File: config.mk
export PLATFORM = sky130hd
export DESIGN_NAME = pftc_front
export DESIGN_NICKNAME = d
export VERILOG_FILES = /design/src/design/pftc_pkg.sv /design/src/design/pftc_front.sv
export SDC_FILE = /design/constraint.sdc
export NUM_CORES = 1
export LEC_CHECK = 0
export ABC_AREA = 1
export BUFFER_PORTS_ARGS = -buffer_cell sky130_fd_sc_hd__buf_2
export CORE_AREA = 2 2 122 124
export CTS_CLUSTER_SIZE = 8
export DETAILED_ROUTE_END_ITERATION = 8
export DIE_AREA = 0 0 124 126
export GPL_TIMING_DRIVEN = 0
export MAX_ROUTING_LAYER = met4
export SYNTH_ARGS = -nofsm -noshare
export SYNTH_HDL_FRONTEND = slang
export SYNTH_SLANG_ARGS = --single-unit
File: constraint.sdc
create_clock -name i_clk -period 1.6 [get_ports i_clk]
set_input_delay 0.16 -clock i_clk [delete_from_list [all_inputs] [get_ports i_clk]]
set_output_delay 0.16 -clock i_clk [all_outputs]
set_load 0.1 [all_outputs]
File: src/design/pftc_pkg.sv
// Package with types and constants shared by the per-flow traffic counter.
`timescale 1ns / 1ps
`default_nettype none
package pftc_pkg;
    localparam int FLOW_ENTRIES      = 64;
    localparam int PACKET_COUNT_BITS = 32;
    localparam int BYTE_COUNT_BITS   = 48;
    localparam int IDX_W             = $clog2(FLOW_ENTRIES);
    localparam int KEY_W             = 48;
    localparam int HDR_W             = 104;
    localparam int QUEUE_DEPTH       = 4;
    localparam int Q_IDX_W           = $clog2(QUEUE_DEPTH);

    localparam logic [7:0] PROTO_TCP = 8'd6;
    localparam logic [7:0] PROTO_UDP = 8'd17;

    localparam logic CMD_PACKET = 1'b0;
    localparam logic CMD_DUMP   = 1'b1;

    localparam logic REG_ENABLED     = 1'b0;
    localparam logic REG_KEY_BY_PEER = 1'b1;

    typedef enum logic [2:0] {
        ST_COUNTED    = 3'd0,
        ST_NEW_FLOW   = 3'd1,
        ST_IGNORED    = 3'd2,
        ST_TABLE_FULL = 3'd3,
        ST_DISABLED   = 3'd4,
        ST_DUMP_ENTRY = 3'd5,
        ST_DUMP_EMPTY = 3'd6
    } t_status;

    typedef struct packed {
        logic        command;
        logic        direction;
        logic [7:0]  protocol;
        logic [31:0] src_addr;
        logic [15:0] src_port;
        logic [31:0] dst_addr;
        logic [15:0] dst_port;
        logic [19:0] buffer_size;
    } t_in_item;

    typedef struct packed {
        logic [2:0]  status;
        logic [7:0]  flow_protocol;
        logic [31:0] flow_src_addr;
        logic [15:0] flow_src_port;
        logic [31:0] flow_dst_addr;
        logic [15:0] flow_dst_port;
        logic [31:0] rx_packets;
        logic [47:0] rx_bytes;
        logic [31:0] tx_packets;
        logic [47:0] tx_bytes;
    } t_out_item;

    typedef enum logic [1:0] {
        OP_COUNT,
        OP_DUMP,
        OP_REPORT
    } t_op;

    // Classified work handed from the front part to the back part.
    typedef struct packed {
        t_op              op;
        t_status          status;
        logic             direction;
        logic [KEY_W-1:0] key;
        logic [HDR_W-1:0] header;
        logic [19:0]      buffer_size;
    } t_work;

    typedef enum logic [2:0] {
        BK_IDLE,
        BK_SEARCH,
        BK_READ,
        BK_UPDATE,
        BK_OUTPUT
    } t_bk_state;
endpackage
`default_nettype wire

File: src/design/pftc_front.sv
// Front part: registers configuration, classifies items and builds flow keys.
`timescale 1ns / 1ps
`default_nettype none
module pftc_front (
    input  wire                 i_clk,
    input  wire                 i_rst_n,
    input  wire                 i_valid,
    output logic                o_stall,
    input  pftc_pkg::t_in_item  i_data,
    input  wire                 i_cfg_valid,
    output logic                o_cfg_ready,
    input  wire                 i_cfg_index,
    input  wire                 i_cfg_data,
    output logic                o_wk_valid,
    output pftc_pkg::t_work     o_wk_data,
    input  wire                 i_wk_full
);
    import pftc_pkg::*;

    logic r_enabled, r_key_by_peer;
    logic use_src;

    assign o_cfg_ready = 1'b1;
    assign o_stall     = i_wk_full;
    assign o_wk_valid  = i_valid && !i_wk_full;

    always_ff @(posedge i_clk) begin
        if (!i_rst_n) begin
            r_enabled     <= 1'b0;
            r_key_by_peer <= 1'b0;
        end else if (i_cfg_valid) begin
            if (i_cfg_index == REG_ENABLED) begin
                r_enabled <= i_cfg_data;
            end
            if (i_cfg_index == REG_KEY_BY_PEER) begin
                r_key_by_peer <= i_cfg_data;
            end
        end
    end

    assign use_src = i_data.direction || r_key_by_peer;

    always_comb begin
        o_wk_data.direction   = i_data.direction;
        o_wk_data.buffer_size = i_data.buffer_size;
        o_wk_data.header      = {i_data.protocol, i_data.src_addr, i_data.src_port,
                                 i_data.dst_addr, i_data.dst_port};
        o_wk_data.key         = use_src ? {i_data.src_addr, i_data.src_port}
                                        : {i_data.dst_addr, i_data.dst_port};
        o_wk_data.op          = OP_REPORT;
        o_wk_data.status      = ST_COUNTED;
        if (i_data.command == CMD_DUMP) begin
            o_wk_data.op = OP_DUMP;
        end else if (!r_enabled) begin
            o_wk_data.status = ST_DISABLED;
        end else if (i_data.protocol != PROTO_TCP && i_data.protocol != PROTO_UDP) begin
            o_wk_data.status = ST_IGNORED;
        end else begin
            o_wk_data.op = OP_COUNT;
        end
    end
endmodule
`default_nettype wire

# Word level (Yosys, flattened, before mapping)
# Cells that the tools add are included.
# W data, S select, Z words.
dict set report op_classes {
  muxes 7
  n_bitwise 1
  n_reduce_logical 6
  eq_ne 2
}
# op n
set op_table {}
lappend op_table {{$mux W48} 1}
lappend op_table {{$mux W2} 4}
lappend op_table {{$ne A8 B3 Y1 const B} 1}
lappend op_table {{$ne A8 B5 Y1 const B} 1}
lappend op_table {{$mux W3} 2}
lappend op_table {{$reduce_and A2 Y1} 2}
lappend op_table {{$logic_and A1 B1 Y1} 2}
lappend op_table {{$logic_not A1 Y1} 1}
lappend op_table {{$logic_or A1 B1 Y1} 1}
lappend op_table {{$not A1 Y1} 1}
dict set report totals {
  elab_cells 18
  reg_bits 2
}

# Logic depth before layout (Yosys ltp)
dict set report logic_depth {
  depth_word 5
  ltp_mapped 6
  mapped_depth_nobuf 6
}

# Worst setup path after synthesis
# Ideal clock, no wire load.
dict set report synth_timing {
  path_type {flip-flop to output port}
  start {reg r_enabled}
  end {out o_wk_data[177] (netlist bit)}
  path_stages_with_launch 4
  arrival_time_ns 2.386
  path_buffers 0
  path_slack_ns -0.946
  path_cell_list {dfxtp_1 nor2_1 inv_1 nand2_1}
}
# element line_no
set synth_lines {}
lappend synth_lines {{start, declared} pftc_front.sv:20} ;# logic r_enabled, r_key_by_peer;
lappend synth_lines {{start signal, assigned} pftc_front.sv:33} ;# r_enabled <= i_cfg_data;
lappend synth_lines {{end, declared} pftc_front.sv:15} ;# output pftc_pkg::t_work o_wk_data,

==> metrics.txt <==
unrepaired setup endpoints after global routing=yes; Max FO, Critical Path=5; Initial Utilization=12.9%; top cells by instance count after synthesis=131 x sky130_fd_sc_hd__buf_4, 28 x sky130_fd_sc_hd__mux2_2, 20 x sky130_fd_sc_hd__mux2_4; number of synthesized flops with an enable pin=0; number of buffers added on ports=291; Mapped Nets=358; number of nets in the layout=662; clock root buffer=sky130_fd_sc_hd__clkbuf_16; category of the critical setup timing path=reg -> out; Most Frequent Cell on Critical Path=sky130_fd_sc_hd__buf_12; area overhead of the layout relative to synthesis=128%; DIE AREA=0.0156 sq mm; vias after detailed routing=2343; maximum operating frequency=585 MHz; standby leakage power=2.48 nW; Mean Syn Cell Area=8.24 sq um; CTS tree=done; final instance area=0.00423 sq mm; distinct cell type count after synthesis=14; stage delay of the slowest cell on the critical path=0.32 ns; Critical Path End Type=output pin; Register-to-Register Setup Slack=0.94 ns; top cell type's share of synthesized area=53.1%; count of final hold-check violations=0; number of global-route vias before repair=2106; DRC=0; category of cells accounting for the largest share of critical-path delay=buffers and inverters; skew final=0 ns; later-pin clock latency in the skew report=0.22 ns; max-capacitance violation count=0; critical path cell sequence=nor2_4, buf_8, buf_12, clkbuf_16, mux2_4, buf_12; DR pass1 iterations=4; share of flip-flops with an asynchronous set or reset after synthesis=0%; placed wire-length estimate=6.47 mm; total setup violations reported at the end of the flow=46; synthesized instance count=225; pin count of the biggest net entering global routing=11; Die W=124 um; area of the core=0.0143 sq mm; library cell with the largest summed area after synthesis=sky130_fd_sc_hd__buf_4; pre-CTS setup slack=-0.112 ns; final core area utilization=29.5%; total number of H-tree levels=1; Die Span Y=126 um; sequential-to-total area share from yosys stat=2.16%; final routed wirelength across all metal layers=7.87 mm; required time reported for the critical path endpoint=1.44 ns; IR Drop Worst-Case VDD=0.572 mV; combined global-route utilization of all metal layers=8.79%; predominant post-synthesis flop cell=sky130_fd_sc_hd__dfxtp_1; number of register bits inferred by synthesis=2; Hold WS=0.206 ns; clock edge transition at the registers on the reported setup and hold paths=0.03 ns; Congestion Overflow GR=0; number of diodes added for antenna fixing=0; global placer's final weighted congestion=0.768; leading cell types by total area after synthesis=sky130_fd_sc_hd__buf_4 53%, sky130_fd_sc_hd__mux2_2 17%, sky130_fd_sc_hd__mux2_4 16%; CTS max path bufs=2; dominant cell by count in the synthesized netlist=sky130_fd_sc_hd__buf_4; Max Transition Viols Final=0; post-layout minimum cycle time=1.71 ns; number of cell rows=44; period utilisation layout=107%; Via-to-Cell Ratio=3.30; data arrival time of the critical path=1.55 ns; Slowest-stage cell, CP=sky130_fd_sc_hd__dfxtp_2; number of nets with antenna violations after routing=0; detail-routed net length per standard cell=11.1 um; post-synthesis instance area=0.00185 sq mm; warning count from the yosys run=0; boundary pin count=314; power density cells=904 mW/mm^2; Tightest Hold Check Type=in -> reg; share of cells above drive strength 1=92.6%; fill cell instance count of the final layout=1540; failing checks=negative setup slack; number of sinks on the clock net=2; global-route wire length before repair=10.5 mm; status=finished with violations; number of CTS-inserted buffers=3; number of antenna violations at the first check in global routing=0; total placed instance area=0.00355 sq mm; post-layout worst setup margin=-0.109 ns; initial detailed-routing violation count=27; buffers plus inverters on the worst setup path=4; kind of start point of the critical path=flip-flop
registers in the layout (all words and copies together), names as in the netlist:
register / flops
r_enabled: 1
r_key_by_peer: 1
metal layers:
metal	GRT usage, %	up-vias	share of wire, %
met5	-	-	0
met4	0.793	0	0.32
met3	0.725	4	8.0
met2	17.6	151	55
met1	9.47	997	37
li1	-	1191	-
cells by family (layout without fill, tap and decap cells):
kind of cell,Yosys count,count (layout),share of synthesized area [%]
DFF,2,2,2.16
buffers and inverters,147,449,58.5
and+or+nand+nor,22,22,4.66
other,2,2,0.405
AOI/OAI and AO/OA,4,4,1.08
muxes,48,48,33.2
placed cells by master, fill, tap and decap left out, types with 2 or more instances in the layout:
master	instances
sky130_fd_sc_hd__buf_2	243
sky130_fd_sc_hd__buf_4	145
sky130_fd_sc_hd__mux2_2	27
sky130_fd_sc_hd__buf_12	26
sky130_fd_sc_hd__mux2_4	21
sky130_fd_sc_hd__inv_1	13
sky130_fd_sc_hd__buf_6	13
sky130_fd_sc_hd__nand2_1	12
sky130_fd_sc_hd__nor2_1	6
sky130_fd_sc_hd__buf_8	4
sky130_fd_sc_hd__clkbuf_16	4
sky130_fd_sc_hd__nor2_4	2
sky130_fd_sc_hd__o21ai_0	2
sky130_fd_sc_hd__a21oi_1	2
sky130_fd_sc_hd__conb_1	2
tightest hold or removal path, delay by kind of cell:
kind	cells	cell delay (ns)
compound gates	2	0.10
buf+inv	1	0.11
metrics by stage:
step	TNS [ns]	total power, mW	std cells
final	-2.32	3.82	711
after global placement	-2.47	3.12	700
after detailed placement	-2.02	3.13	700
after floorplan	-0.136	2.69	225
after global routing	-4.49	3.93	711
after CTS	-2.77	3.81	709
power breakdown:
group / total [mW] / switching (mW) / leakage (nW) / internal, mW
clock: 0.373 / 0.0551 / 0.0370 / 0.318
sequential: 0.0576 / 0.00355 / 0.0169 / 0.0541
combinational: 3.39 / 2.49 / 2.42 / 0.904
final timing paths:
check,start,endpoint,cells after the start
worst max register to register,r_enabled,r_enabled,2
worst min register to register,r_key_by_peer,r_key_by_peer,2
worst max-delay path,r_key_by_peer,o_wk_data[157],6
worst min-delay path,i_rst_n,r_enabled,3
cell type report:
type                    count  area [sq um]  share of cell area [%]
multi-input cells          76           748                    17.7
flip-flops and latches      2          41.3                   0.977
clock buffers               3          75.1                    1.78
inverters                  13          48.8                    1.15
plain buffers             132          1020                    24.2
repair buffers            301          2060                    48.7
well taps                 184           230                    5.45
what timing repair did:
action | in CTS | in global routing
resized for setup | 138 | 4
endpoints found under the setup margin | 48 | 47
gates cloned | 2 | 1
setup buffers | 6 | 1
hold buffers | 0 | 0
pin swaps | 1 | 0
Note: power is estimated with default switching activity, not from simulation.
