## src/design/pftc_pkg.sv

```systemverilog
// Package with types and constants shared by the per-flow traffic counter.
`timescale 1ns / 1ps
`default_nettype none
package pftc_pkg;
    localparam int FLOW_ENTRIES      = 64;
    localparam int PACKET_COUNT_BITS = 32;
    localparam int BYTE_COUNT_BITS   = 48;
    localparam int IDX_W             = $clog2(FLOW_ENTRIES);
    localparam int KEY_W             = 48;
    localparam int HDR_W             = 104;
    localparam int QUEUE_DEPTH       = 4;
    localparam int Q_IDX_W           = $clog2(QUEUE_DEPTH);

    localparam logic [7:0] PROTO_TCP = 8'd6;
    localparam logic [7:0] PROTO_UDP = 8'd17;

    localparam logic CMD_PACKET = 1'b0;
    localparam logic CMD_DUMP   = 1'b1;

    localparam logic REG_ENABLED     = 1'b0;
    localparam logic REG_KEY_BY_PEER = 1'b1;

    typedef enum logic [2:0] {
        ST_COUNTED    = 3'd0,
        ST_NEW_FLOW   = 3'd1,
        ST_IGNORED    = 3'd2,
        ST_TABLE_FULL = 3'd3,
        ST_DISABLED   = 3'd4,
        ST_DUMP_ENTRY = 3'd5,
        ST_DUMP_EMPTY = 3'd6
    } t_status;

    typedef struct packed {
        logic        command;
        logic        direction;
        logic [7:0]  protocol;
        logic [31:0] src_addr;
        logic [15:0] src_port;
        logic [31:0] dst_addr;
        logic [15:0] dst_port;
        logic [19:0] buffer_size;
    } t_in_item;

    typedef struct packed {
        logic [2:0]  status;
        logic [7:0]  flow_protocol;
        logic [31:0] flow_src_addr;
        logic [15:0] flow_src_port;
        logic [31:0] flow_dst_addr;
        logic [15:0] flow_dst_port;
        logic [31:0] rx_packets;
        logic [47:0] rx_bytes;
        logic [31:0] tx_packets;
        logic [47:0] tx_bytes;
    } t_out_item;

    typedef enum logic [1:0] {
        OP_COUNT,
        OP_DUMP,
        OP_REPORT
    } t_op;

    // Classified work handed from the front part to the back part.
    typedef struct packed {
        t_op              op;
        t_status          status;
        logic             direction;
        logic [KEY_W-1:0] key;
        logic [HDR_W-1:0] header;
        logic [19:0]      buffer_size;
    } t_work;

    typedef enum logic [2:0] {
        BK_IDLE,
        BK_SEARCH,
        BK_READ,
        BK_UPDATE,
        BK_OUTPUT
    } t_bk_state;
endpackage
`default_nettype wire

```

## src/design/pftc_queue.sv

```systemverilog
// Short first-in first-out queue of classified work between front and back.
`timescale 1ns / 1ps
`default_nettype none
module pftc_queue (
    input  wire              i_clk,
    input  wire              i_rst_n,
    input  wire              i_push,
    input  pftc_pkg::t_work  i_data,
    output logic             o_full,
    output logic             o_valid,
    input  wire              i_pop,
    output pftc_pkg::t_work  o_data
);
    import pftc_pkg::*;

    t_work r_slot [QUEUE_DEPTH];
    logic [Q_IDX_W-1:0] r_wr, r_rd;
    logic [Q_IDX_W:0]   r_count;
    logic do_push, do_pop;

    assign o_full  = (r_count == (Q_IDX_W+1)'(QUEUE_DEPTH));
    assign o_valid = (r_count != '0);
    assign o_data  = r_slot[r_rd];
    assign do_push = i_push && !o_full;
    assign do_pop  = i_pop && o_valid;

    always_ff @(posedge i_clk) begin
        if (do_push) begin
            r_slot[r_wr] <= i_data;
        end
    end

    always_ff @(posedge i_clk) begin
        if (!i_rst_n) begin
            r_wr    <= '0;
            r_rd    <= '0;
            r_count <= '0;
        end else begin
            if (do_push) begin
                r_wr <= r_wr + 1'b1;
            end
            if (do_pop) begin
                r_rd <= r_rd + 1'b1;
            end
            r_count <= r_count + (Q_IDX_W+1)'(do_push) - (Q_IDX_W+1)'(do_pop);
        end
    end
endmodule
`default_nettype wire

```

## config.mk

```make
export PLATFORM = sky130hd
export DESIGN_NAME = pftc_queue
export DESIGN_NICKNAME = d
export VERILOG_FILES = /design/src/design/pftc_pkg.sv /design/src/design/pftc_queue.sv
export SDC_FILE = /design/constraint.sdc
export NUM_CORES = 1
export LEC_CHECK = 0
export BUFFER_PORTS_ARGS = -buffer_cell sky130_fd_sc_hd__buf_4
export CAP_MARGIN = 10
export CORE_ASPECT_RATIO = 0.75
export CORE_MARGIN = 4
export CORE_UTILIZATION = 35
export CTS_BUF_LIST = sky130_fd_sc_hd__clkbuf_16
export CTS_CLUSTER_SIZE = 8
export DETAILED_ROUTE_END_ITERATION = 6
export GPL_TIMING_DRIVEN = 0
export SETUP_SLACK_MARGIN = 0.3
export SLEW_MARGIN = 20
export SYNTH_ARGS = -nofsm -noshare
export SYNTH_HDL_FRONTEND = slang
export SYNTH_SLANG_ARGS = --single-unit
```

## constraint.sdc

```tcl
create_clock -name i_clk -period 5.4 [get_ports i_clk]
set_input_delay 0.27 -clock i_clk [delete_from_list [all_inputs] [get_ports i_clk]]
set_output_delay 0.27 -clock i_clk [all_outputs]
set_load 0.01 [all_outputs]
```

## After elaboration in Yosys (flattened, before gate mapping)

Memories as Yosys holds them, arrays and structs flattened. A register that Yosys moved wholly into a read port is not among the register bits.
Index checks and enable logic that the tools add are counted.

| word-level totals | value |
|---|---|
| output and inout port bits | 180 |
| memories | 1 |
| RAM bits | 712 |
| bits in registers | 7 |

| cells by class | value |
|---|---|
| reduce and logical (&&, ||, !) cells | 4 |
| add/sub/neg operators | 4 |
| multiplexer cells | 4 |
| equality and inequality tests | 1 |

Memories:

| name | words | width | rd ports | clocked after memory_dff | write ports | line | RTL |
|---|---|---|---|---|---|---|---|
| r_slot | 4 | 178 | 1 | 1 | 1 | pftc_queue.sv:16 | `t_work r_slot [QUEUE_DEPTH];` |

Operators by type and width:

| kind | count |
|---|---|
| $add A2 B1 Y2 const B | 2 |
| $mux W2 | 2 |
| $add A3 B1 Y3 | 1 |
| $eq A3 B3 Y1 const B | 1 |
| $reduce_bool A3 Y1 | 1 |
| $sub A3 B1 Y3 | 1 |
| $logic_and A1 B1 Y1 | 2 |
| $mux W1 | 2 |
| $logic_not A1 Y1 | 1 |

## Longest topological paths before layout

Gate-level depths: netlist (run 1).

| logic depth | value |
|---|---|
| depth after elaboration | 5 |
| depth in mapped cells | 12 |
| mapped depth without buffers | 11 |

## Worst setup path after synthesis (run 1)

Ideal clock, no wire load.

| timing path | value |
|---|---|
| kind | reg2reg |
| from | register r_count[1] |
| to | memory r_slot[2][0] in the netlist's numbering, enable pin |
| clock period less this slack | 5541 ps |
| cell stages (with the launch flop) | 5 |
| arrival | 4981 ps |
| path buffers | 1 |
| slack | -141 ps |
| library setup time | 560 ps |
| cell sequence | dfxtp_1 > nor3b_1 > nor2b_1 > clkbuf_1 > and2_1 |

| between the ends | value |
|---|---|
| longest elaborated chain between the ends | 5 |

Ends and longest elaborated chain:

| what | line | RTL |
|---|---|---|
| from (decl) | pftc_queue.sv:18 | `logic [Q_IDX_W:0] r_count;` |
| from (signal assigned) | pftc_queue.sv:45 | `r_count <= r_count + (Q_IDX_W+1)'(do_push) - (Q_IDX_W+1)'(do_pop);` |
| $eq A3 B3 Y1 | pftc_queue.sv:21 | `assign o_full = (r_count == (Q_IDX_W+1)'(QUEUE_DEPTH));` |
| via o_full | pftc_queue.sv:9 | `output logic o_full,` |
| $logic_not A1 Y1 | pftc_queue.sv:24 | `assign do_push = i_push && !o_full;` |
| $logic_and A1 B1 Y1 | pftc_queue.sv:24 |  |
| $mux W1 | pftc_queue.sv:28 | `if (do_push) begin` |
| $mux W1 (not written as such) | pftc_queue.sv:29 | `r_slot[r_wr] <= i_data;` |
| to (decl) | pftc_queue.sv:16 |  |

The timed path passes the listed nets, and every way through them passes these cells.

==> flow_metrics.env, run 1 <==
export IMPL_cap_violations=0
export IMPL_yosys_warnings=0
export IMPL_finalSetupTns_ps=0
export IMPL_max_slew_worst_pin_slew_ps=865
export IMPL_place_hpwl_um=35500
export IMPL_path_class="reg -> out"
export IMPL_fin_crit_ps=3290
export IMPL_num_rows=86
export IMPL_synthCells=978
export IMPL_fillCellCount=6025
export IMPL_grt_pass1_wl_um=84400
export IMPL_cts_sinks=721
export IMPL_ios=362
export IMPL_synth_edf_count=712
export IMPL_post_synth_top_area_fraction_pct=81.8
export IMPL_placedInstanceArea_um2=30500
export IMPL_cts_buffer_depth=3
export IMPL_finalSetupViolations=0
export IMPL_drv_slew=0
export IMPL_finalCritPeriodShare_pct=61.0
export IMPL_finish_utilization_pct=47.4
export IMPL_required_ps=5130
export IMPL_core_area_um2=73700
export IMPL_grt_max_degree=45
export IMPL_route_detailed_drc=0
export IMPL_fin_nets=1823
export IMPL_hold_path_class="in -> reg"
export IMPL_syn_to_final_growth_pct=33.7
export IMPL_synth_cell_type_count=18
export IMPL_path_max_fanout=10
export IMPL_ys_seq_area_share_pct=82.5
export IMPL_port_buffers=360
export IMPL_cts_root_buf="clkbuf_16"
export IMPL_drt_first_iter_violations=734
export IMPL_synth_top_cell_by_area="edfxtp_1"
export IMPL_clk_pin_slew_ps=50
export IMPL_ff2ff_setup_slack_ps=2700
export IMPL_die_x_um=324
export IMPL_die_area_um2=79200
export IMPL_grt_overflow=0
export IMPL_power_density_nw_per_um2=464
export IMPL_drt_total_wl_um=57200
export IMPL_cts_resized=0
export IMPL_multi_input_area_um2=4280
export IMPL_p_leak_nw=11.9
export IMPL_vias=12472
export IMPL_fmax_mhz=304
export IMPL_ys_async_sr_fraction_pct=0
export IMPL_yosys_top_cells_count="edfxtp_1 (712), mux4_2 (178), buf_2 (19)"
export IMPL_dr_pass1_iters=5
export IMPL_grt_pass1_vias=13578
export IMPL_cp_arrival_ps=3020
export IMPL_postCtsSetupRepairBufs=0
export IMPL_end_kind="output pin"
export IMPL_clock_skew_ps=10.0
export IMPL_rsz0062_at_grt="no"
export IMPL_antenna_found_initial=8
export IMPL_drtAntennaViolNets=0
export IMPL_dieHeight_um=245
export IMPL_place_congestion=0.705
export IMPL_final_seq_area_um2=21600
export IMPL_peakVddDrop_v=0.000302
export IMPL_stdcell_area_um2=34900
export IMPL_hold_viol_final=0
export IMPL_avgSynthCellArea_um2=26.7
export IMPL_cp_start_kind="flop"
export IMPL_drive_above_1_share_pct=42.3
export IMPL_grt_usage_pct=14.3
export IMPL_dp_slack_ps=2480
export IMPL_synth_seq_cells=721
export IMPL_max_slew_margin_pct=42.3
export IMPL_wl_per_cell_um=21.8
export IMPL_hold_slack_ps=63.2
export IMPL_vias_per_cell=4.76
export IMPL_netlist_area_um2=26100
export IMPL_yosysMostFrequentCell="edfxtp_1"
export IMPL_cts_tree="yes"
export IMPL_synth_net_count=1167
export IMPL_htreeDepth=3
export IMPL_synth_flop_cell="edfxtp_1"
export IMPL_start_util_pct=35.5
export IMPL_fin_ws_ps=2110
export IMPL_cts_made_buffers=100
export IMPL_synth_area_leaders="edfxtp_1 (82%), mux4_2 (15%), dfxtp_1 (0.69%), buf_6 (0.65%), buf_2 (0.36%)"
export IMPL_clock_latency_ps=620
export IMPL_status="finished clean"
[worst max-delay path: stages, from the launching register on]
cell	delay [ps]
dfxtp_1	290
buf_2	270
clkbuf_1	690
buf_2	480
mux4_2	470
buf_4	190
[path summary, 6_finish.rpt]
kind,from,endpoint,depth (start not counted)
worst max-delay path,flop,o_data[68],5
worst min-delay path,i_rst_n,r_wr[1]$_SDFFE_PN0P_,3
worst max register to register,r_count[1]$_SDFF_PN0_,r_slot[1][115]$_DFFE_PP_,6
worst min register to register,r_wr[1]$_SDFFE_PN0P_,r_wr[1]$_SDFFE_PN0P_,2
[area by class of cell]
cell class	count	share of cell area [%]
tap	968	3.47
antenna	2	0.0143
clock buffer	105	7.52
multi-input combinational	210	12.3
clock inverter	14	0.154
timing repair buffer	554	14.0
buffer	42	0.841
inverter	5	0.0537
sequential	721	61.7
[stage by stage]
stage               power, W  instances
finish                0.0162       2621
global route          0.0170       2620
CTS                   0.0165       2619
detailed placement    0.0109       2322
global placement      0.0109       2306
floorplan            0.00908        978
[cells by family after synthesis]
family                   count (synthesis)  share of synthesized area (%)
flip-flops                             721                           82.5
multiplexers                           180                           15.4
buffers and inverters                   47                           1.20
AND/OR/NAND/NOR                         17                          0.373
adder cells (fa/ha/maj)                  7                          0.364
XOR/XNOR                                 4                          0.134
AO/OA/AOI/OAI                            2                         0.0670
[layout by cell type, fill, tap and decap left out, drive strengths merged]
cell type | netlist | final
ha | 6 | 6
nand2 | 4 | 4
edfxtp | 712 | 712
nor3b | 1 | 1
o31a | 1 | 1
mux2i | 2 | 2
fa | 1 | 1
and2 | 7 | 7
diode | 0 | 2
clkbuf | 8 | 113
mux4 | 178 | 178
o311ai | 1 | 1
clkinv | 0 | 2
nor2b | 4 | 4
or3 | 1 | 1
buf | 34 | 410
inv | 5 | 17
xnor2 | 4 | 4
dfxtp | 9 | 9
dlygate4sd3 | 0 | 178
[layer usage]
layer  global-route usage [%]  part of all wire (%)
met1                     18.7                    42
met2                     22.6                    48
met3                     5.23                   8.2
met4                     4.01                   2.0
met5                        0                  0.12
[flip-flops by register name (all words and copies together), names as in the netlist, named ones only]
| register | count |
|---|---|
| r_wr | 2 |
| r_slot | 712 |
| r_count | 3 |
| r_rd | 2 |
[power breakdown]
| part | switching, W | internal (W) |
|---|---|---|
| logic | 0.00188 | 0.00200 |
| registers | 0.000115 | 0.00679 |
| clock network | 0.00207 | 0.00337 |
[what timing repair did]
action,CTS,global route
endpoints found under the hold margin,712,0
hold buffers,178,0
endpoints found under the setup margin,0,0
Note: power is estimated with default switching activity, not from simulation.
==> inputs of run 2 (changes only) <==
==> constraint.sdc (replaced) <==
create_clock -name i_clk -period 3.3 [get_ports i_clk]
set_input_delay 0.165 -clock i_clk [delete_from_list [all_inputs] [get_ports i_clk]]
set_output_delay 0.165 -clock i_clk [all_outputs]
set_load 0.01 [all_outputs]
==> flow_metrics.env, run 2 (synthesis results as in run 1) <==
export IMPL_status="finished clean"
export IMPL_syn_to_final_growth_pct=33.8
export IMPL_worstPathBufferInverterCount=4
export IMPL_r2r_start="r_count[1]$_SDFF_PN0_"
export IMPL_place_congestion=0.705
export IMPL_dp_slack_ps=483
export IMPL_dieHeight_um=245
export IMPL_grt_pass1_wl_um=84400
export IMPL_cts_made_buffers=100
export IMPL_cp_arrival_ps=2560
export IMPL_final_cell_mix="edfxtp_1 (712), buf_4 (360), dlygate4sd3_1 (180)"
export IMPL_final_common_cell="edfxtp_1"
export IMPL_required_ps=3130
export IMPL_fin_crit_ps=2730
export IMPL_clock_skew_ps=11.4
export IMPL_end_kind="output pin"
export IMPL_peakVddDrop_v=0.000493
export IMPL_dr_pass1_iters=5
export IMPL_finalSetupViolations=0
export IMPL_critical_path_top_delay_family="buffers and inverters"
export IMPL_clock_latency_ps=620
export IMPL_drive_above_1_share_pct=42.3
export IMPL_path_max_fanout=10
export IMPL_path_cells="buf_2, clkbuf_4, buf_2, mux4_2, buf_4"
export IMPL_ios=362
export IMPL_cap_violations=0
export IMPL_drtAntennaViolNets=0
export IMPL_holdPathStages=4
export IMPL_die_x_um=324
export IMPL_grt_max_degree=45
export IMPL_place_hpwl_um=35500
export IMPL_finalCritPeriodShare_pct=82.7
export IMPL_drt_total_wl_um=57200
export IMPL_hold_path_class="in -> reg"
export IMPL_fin_nets=1825
export IMPL_vias_per_cell=4.77
export IMPL_clk_pin_slew_ps=50
export IMPL_cts_root_buf="clkbuf_16"
export IMPL_fin_ws_ps=570
export IMPL_finalSetupTns_ps=0
export IMPL_hold_slack_ps=183
export IMPL_top_regs="r_slot: 712 flops, r_count: 3 flops"
export IMPL_drt_first_iter_violations=739
export IMPL_start_util_pct=35.5
export IMPL_rr_worst_depth=6
export IMPL_cp_start_kind="flop"
export IMPL_top_register="r_slot"
export IMPL_power_density_nw_per_um2=759
export IMPL_grt_usage_pct=14.3
export IMPL_grt_overflow=0
export IMPL_max_slew_margin_pct=53.3
export IMPL_num_rows=86
export IMPL_cts_tree="yes"
export IMPL_htreeDepth=3
export IMPL_whs_endpoint="r_wr[1]$_SDFFE_PN0P_"
export IMPL_core_area_um2=73700
export IMPL_path_class="reg -> out"
export IMPL_fmax_mhz=366
export IMPL_die_area_um2=79200
export IMPL_cts_sinks=721
export IMPL_rsz0062_at_grt="no"
export IMPL_finish_utilization_pct=47.5
export IMPL_ff2ff_setup_slack_ps=590
export IMPL_route_detailed_drc=0
export IMPL_max_slew_worst_pin_slew_ps=701
export IMPL_wl_per_cell_um=21.8
export IMPL_vias=12504
export IMPL_grt_pass1_vias=13580
export IMPL_cts_buffer_depth=3
export IMPL_drv_slew=0
export IMPL_antenna_found_initial=8
export IMPL_p_leak_nw=11.9
export IMPL_largest_register_ffs=712
export IMPL_min_from="i_push"
export IMPL_cpMaxStageDelayCell="mux4_2"
export IMPL_r2r_end="r_slot[1][115]$_DFFE_PP_"
export IMPL_crit_path_frequent_cell="buf_2"
export IMPL_hold_viol_final=0
export IMPL_port_buffers=360
export IMPL_crit_path_max_incr_delay_ps=470
[run 2: changes by cell type in the layout (fill, tap and decap cells not counted)]
cell           previous run  this run
clkbuf_4                  0         1
clkbuf_1                  8         7
dlygate4sd3_1           178       180
diode_2                   2         3
[run 2: worst max-delay path by stage]
stage | cells past startpoint | slack, ps | to | startpoint
3_5_place_dp | 5 | 480 | o_data[68] | flop
6_report | 5 | 570 | o_data[68] | flop
5_1_grt | 5 | 320 | o_data[68] | flop
2_1_floorplan | 4 | -250 | r_slot[0][0]$_DFFE_PP_ | r_count[1]$_SDFF_PN0_
4_1_cts | 5 | 340 | o_data[68] | flop
3_3_place_gp | 4 | -2400 | r_slot[1][149]$_DFFE_PP_ | r_count[1]$_SDFF_PN0_
[run 2: report_power, final]
group | switching [W] | total, W | internal, W
Sequential | 0.000188 | 0.0113 | 0.0111
Clock | 0.00339 | 0.00889 | 0.00551
Combinational | 0.00308 | 0.00635 | 0.00327
[run 2: timing repair]
item | CTS | global route
setup buffers | 0 | 0
hold buffers | 180 | 0
resized for setup | 2 | 0
endpoints found under the hold margin | 721 | 0
endpoints found under the setup margin | 100 | 0
[run 2: worst register-to-register path, cell delays in order, from the launching register on]
cell and delay [ps]:
dfxtp_1 450, nor3b_1 150, nor2b_1 140, clkbuf_1 320
and2_4 630, buf_12 340, buf_16 310
[run 2: area by class of cell]
class                           instances  area (um2)
Antenna cell                            3        7.51
Buffer                                 42         298
Clock buffer                          105        2630
Clock inverter                         14        53.8
Fill cell                            6026       38700
Inverter                                5        18.8
Multi-Input combinational cell        210        4280
Sequential cell                       721       21600
Tap cell                              968        1210
Timing Repair Buffer                  556        4910
[run 2: through the flow]
stage / instance area, um2 / instances / total power [W]
final: 35000 / 2624 / 0.0265
after global routing: 35000 / 2622 / 0.0278
after CTS: 35000 / 2621 / 0.0271
after detailed placement: 30500 / 2322 / 0.0178
after global placement: 30100 / 2306 / 0.0178
after floorplan: 26200 / 978 / 0.0149
[run 2: per-layer routing]
layer  share of wire, %  routed length (um)  global-route usage [%]
met3                8.3                4770                    5.15
met4                2.1                1190                    4.01
met5               0.12                  68                       0
met1                 42               23800                    18.8
met2                 48               27300                    22.6
==> inputs of run 3 (changes only) <==
--- a/config.mk
+++ b/config.mk
@@ -5,6 +5,7 @@
 export SDC_FILE = /design/constraint.sdc
 export NUM_CORES = 1
 export LEC_CHECK = 0
+export ABC_AREA = 1
 export BUFFER_PORTS_ARGS = -buffer_cell sky130_fd_sc_hd__buf_4
 export CAP_MARGIN = 10
 export CORE_ASPECT_RATIO = 0.75
==> constraint.sdc (replaced) <==
create_clock -name i_clk -period 2.7 [get_ports i_clk]
set_input_delay 0.135 -clock i_clk [delete_from_list [all_inputs] [get_ports i_clk]]
set_output_delay 0.135 -clock i_clk [all_outputs]
set_load 0.01 [all_outputs]
==> flow_metrics.env, run 3 <==
export IMPL_status="finished clean"
export IMPL_holdPathStages=2
export IMPL_start_util_pct=35.4
export IMPL_cp_arrival_ps=2200
export IMPL_worst_path_stages=5
export IMPL_crit_path_max_incr_delay_ps=390
export IMPL_grt_max_degree=23
export IMPL_cp_start_kind="flop"
export IMPL_post_synth_top_area_fraction_pct=80.2
export IMPL_place_congestion=0.762
export IMPL_yosys_warnings=0
export IMPL_dieHeight_um=247
export IMPL_largest_register_ffs=712
export IMPL_r2r_end="r_slot[1][86]$_DFFE_PP_"
export IMPL_synth_seq_cells=721
export IMPL_vias=17644
export IMPL_path_class="reg -> out"
export IMPL_p_int_w=0.0241
export IMPL_avgSynthCellArea_um2=14.9
export IMPL_ios=362
export IMPL_htreeDepth=3
export IMPL_power_density_nw_per_um2=930
export IMPL_clk_pin_slew_ps=50
export IMPL_ys_seq_area_share_pct=80.9
export IMPL_peakVddDrop_v=0.000638
export IMPL_swShare_pct=29.4
export IMPL_yosys_top_cells_count="edfxtp_1 (712), nor2_1 (368), o21ai_0 (192)"
export IMPL_antenna_found_initial=8
export IMPL_required_ps=2570
export IMPL_ff2ff_setup_slack_ps=450
export IMPL_max_slew_margin_pct=65.5
export IMPL_cts_tree="yes"
export IMPL_p_switching_w=0.0100
export IMPL_grt_overflow=0
export IMPL_hold_path_class="in -> reg"
export IMPL_stdcell_area_um2=36700
export IMPL_final_common_cell="edfxtp_1"
export IMPL_grt_usage_pct=18.4
export IMPL_path_cells="buf_4, buf_1, o21ai_0, o22ai_2, buf_4"
export IMPL_core_area_um2=75300
export IMPL_cts_made_buffers=100
export IMPL_yosysMostFrequentCell="edfxtp_1"
export IMPL_comb_power_share_pct=27.5
export IMPL_path_max_fanout=10
export IMPL_syn_to_final_growth_pct=37.7
export IMPL_cts_root_buf="clkbuf_16"
export IMPL_num_rows=87
export IMPL_r2r_start="r_count[1]$_SDFF_PN0_"
export IMPL_worstPathBufferInverterCount=3
export IMPL_drtAntennaViolNets=0
export IMPL_fin_nets=2668
export IMPL_p_leak_nw=13.1
export IMPL_crit_path_frequent_cell="buf_4"
export IMPL_place_hpwl_um=49100
export IMPL_fin_crit_ps=2330
export IMPL_finalCritPeriodShare_pct=86.4
export IMPL_fmax_mhz=429
export IMPL_synthCells=1787
export IMPL_drive_above_1_share_pct=26.4
export IMPL_clock_latency_ps=630
export IMPL_grt_pass1_wl_um=112000
export IMPL_route_detailed_drc=0
export IMPL_finalSetupViolations=0
export IMPL_power_share_sequential_pct=40.8
export IMPL_clock_skew_ps=16.5
export IMPL_ys_async_sr_fraction_pct=0
export IMPL_synth_area_leaders="edfxtp_1 (80%), nor2_1 (5.2%), o22ai_1 (4.2%), o21ai_0 (3.6%), o21ai_1 (3.1%)"
export IMPL_power_frac_clock_pct=31.8
export IMPL_max_slew_worst_pin_slew_ps=516
export IMPL_grt_pass1_vias=18179
export IMPL_netlist_area_um2=26600
export IMPL_final_cell_mix="edfxtp_1 (712), buf_4 (412), nor2_1 (363)"
export IMPL_min_from="i_data[76]"
export IMPL_hold_viol_final=0
export IMPL_cts_sinks=721
export IMPL_top_regs="r_slot: 712 flops, r_count: 3 flops"
export IMPL_cts_buffer_depth=3
export IMPL_drt_total_wl_um=76300
export IMPL_die_x_um=327
export IMPL_drv_slew=0
export IMPL_cpMaxStageDelayCell="buf_1"
export IMPL_vias_per_cell=5.01
export IMPL_die_area_um2=80600
export IMPL_whs_endpoint="r_slot[0][76]$_DFFE_PP_"
export IMPL_rr_worst_depth=8
export IMPL_finalSetupTns_ps=0
export IMPL_port_buffers=361
export IMPL_synth_flop_cell="edfxtp_1"
export IMPL_dp_slack_ps=235
export IMPL_drt_first_iter_violations=1389
export IMPL_synth_cell_type_count=19
export IMPL_synth_net_count=1976
export IMPL_top_register="r_slot"
export IMPL_dr_pass1_iters=5
export IMPL_finish_utilization_pct=48.7
export IMPL_placedInstanceArea_um2=31700
export IMPL_cap_violations=0
export IMPL_end_kind="output pin"
export IMPL_synth_edf_count=712
export IMPL_rsz0062_at_grt="yes"
export IMPL_critical_path_top_delay_family="buffers and inverters"
export IMPL_fin_ws_ps=367
export IMPL_wl_per_cell_um=21.7
export IMPL_synth_top_cell_by_area="edfxtp_1"
run 3: cell types whose count changed after synthesis, moves of 7 or more:
cell / change
and2_1: -7
buf_2: +35
buf_4: +9
buf_6: -15
clkbuf_1: +45
inv_1: +10
mux4_2: -178
nand2_1: +9
nor2_1: +368
o21ai_0: +192
o21ai_1: +165
o22ai_1: +178
run 3: worst max-delay path by stage:
stage / slack (ps) / endpoint / startpoint
global route: 270 / o_data[10] / flop
CTS: 270 / o_data[2] / flop
finish: 370 / o_data[12] / flop
global placement: -3380 / r_slot[3][84]$_DFFE_PP_ / r_count[1]$_SDFF_PN0_
detailed placement: 230 / r_slot[2][92]$_DFFE_PP_ / r_wr[0]$_SDFFE_PN0P_
floorplan: -950 / r_slot[0][0]$_DFFE_PP_ / r_count[1]$_SDFF_PN0_
run 3: layout make-up:
class | count | area, um2
fillers | 6375 | 38600
plain buffers | 117 | 907
clock buffers | 103 | 2580
diodes | 5 | 12.5
flip-flops and latches | 721 | 21600
repair buffers | 590 | 5570
multi-input cells | 932 | 4650
well taps | 1023 | 1280
inverters | 17 | 76.3
clock inverters | 12 | 55.1
run 3: what timing repair did:
action | CTS | global route
pin swaps | 3 | 2
resized for setup | 151 | 46
gates cloned | 0 | 1
hold endpoints to repair | 721 | 0
hold buffers | 181 | 0
setup endpoints to repair | 233 | 76
setup buffers | 5 | 2
run 3: stage by stage:
step,hold slack (ps),instances,total power (W)
after floorplan,232,1787,0.0181
after global placement,332,3171,0.0225
after detailed placement,337,3211,0.0229
after CTS,197,3512,0.0344
after global routing,214,3516,0.0357
final,254,3520,0.0341
run 3: per-layer routing:
metal	GRT usage (%)	vias to the layer above	wire length [um]
met5	0	-	37
met4	4.90	6	1580
met2	30.5	599	37100
li1	-	8164	-
met3	4.18	126	5170
met1	24.5	8749	32300
run 3: worst register-to-register path, cell delays in order (launching register included):
cell,delay [ps]
dfxtp_4,370
nor2_4,50
nand2_4,120
nand2_8,90
nor2_4,420
buf_12,250
buf_12,210
buf_16,210
buf_12,220
run 3: logic make-up after synthesis:
logic type | Yosys count | synth area share (%)
adder cells (fa/ha/maj) | 7 | 0.357
AO/OA/AOI/OAI | 541 | 11.0
flip-flops | 721 | 80.9
buffers and inverters | 134 | 2.28
AND/OR/NAND/NOR | 384 | 5.42
run 3: power by group through the flow:
stage                     combinational [W]  sequential [W]  clock (W)
after global placement              0.00814          0.0143          0
after floorplan                     0.00393          0.0142          0
final                               0.00938          0.0139     0.0108
after detailed placement            0.00879          0.0141          0
after CTS                           0.00942          0.0139     0.0111
after global routing                 0.0101          0.0140     0.0116
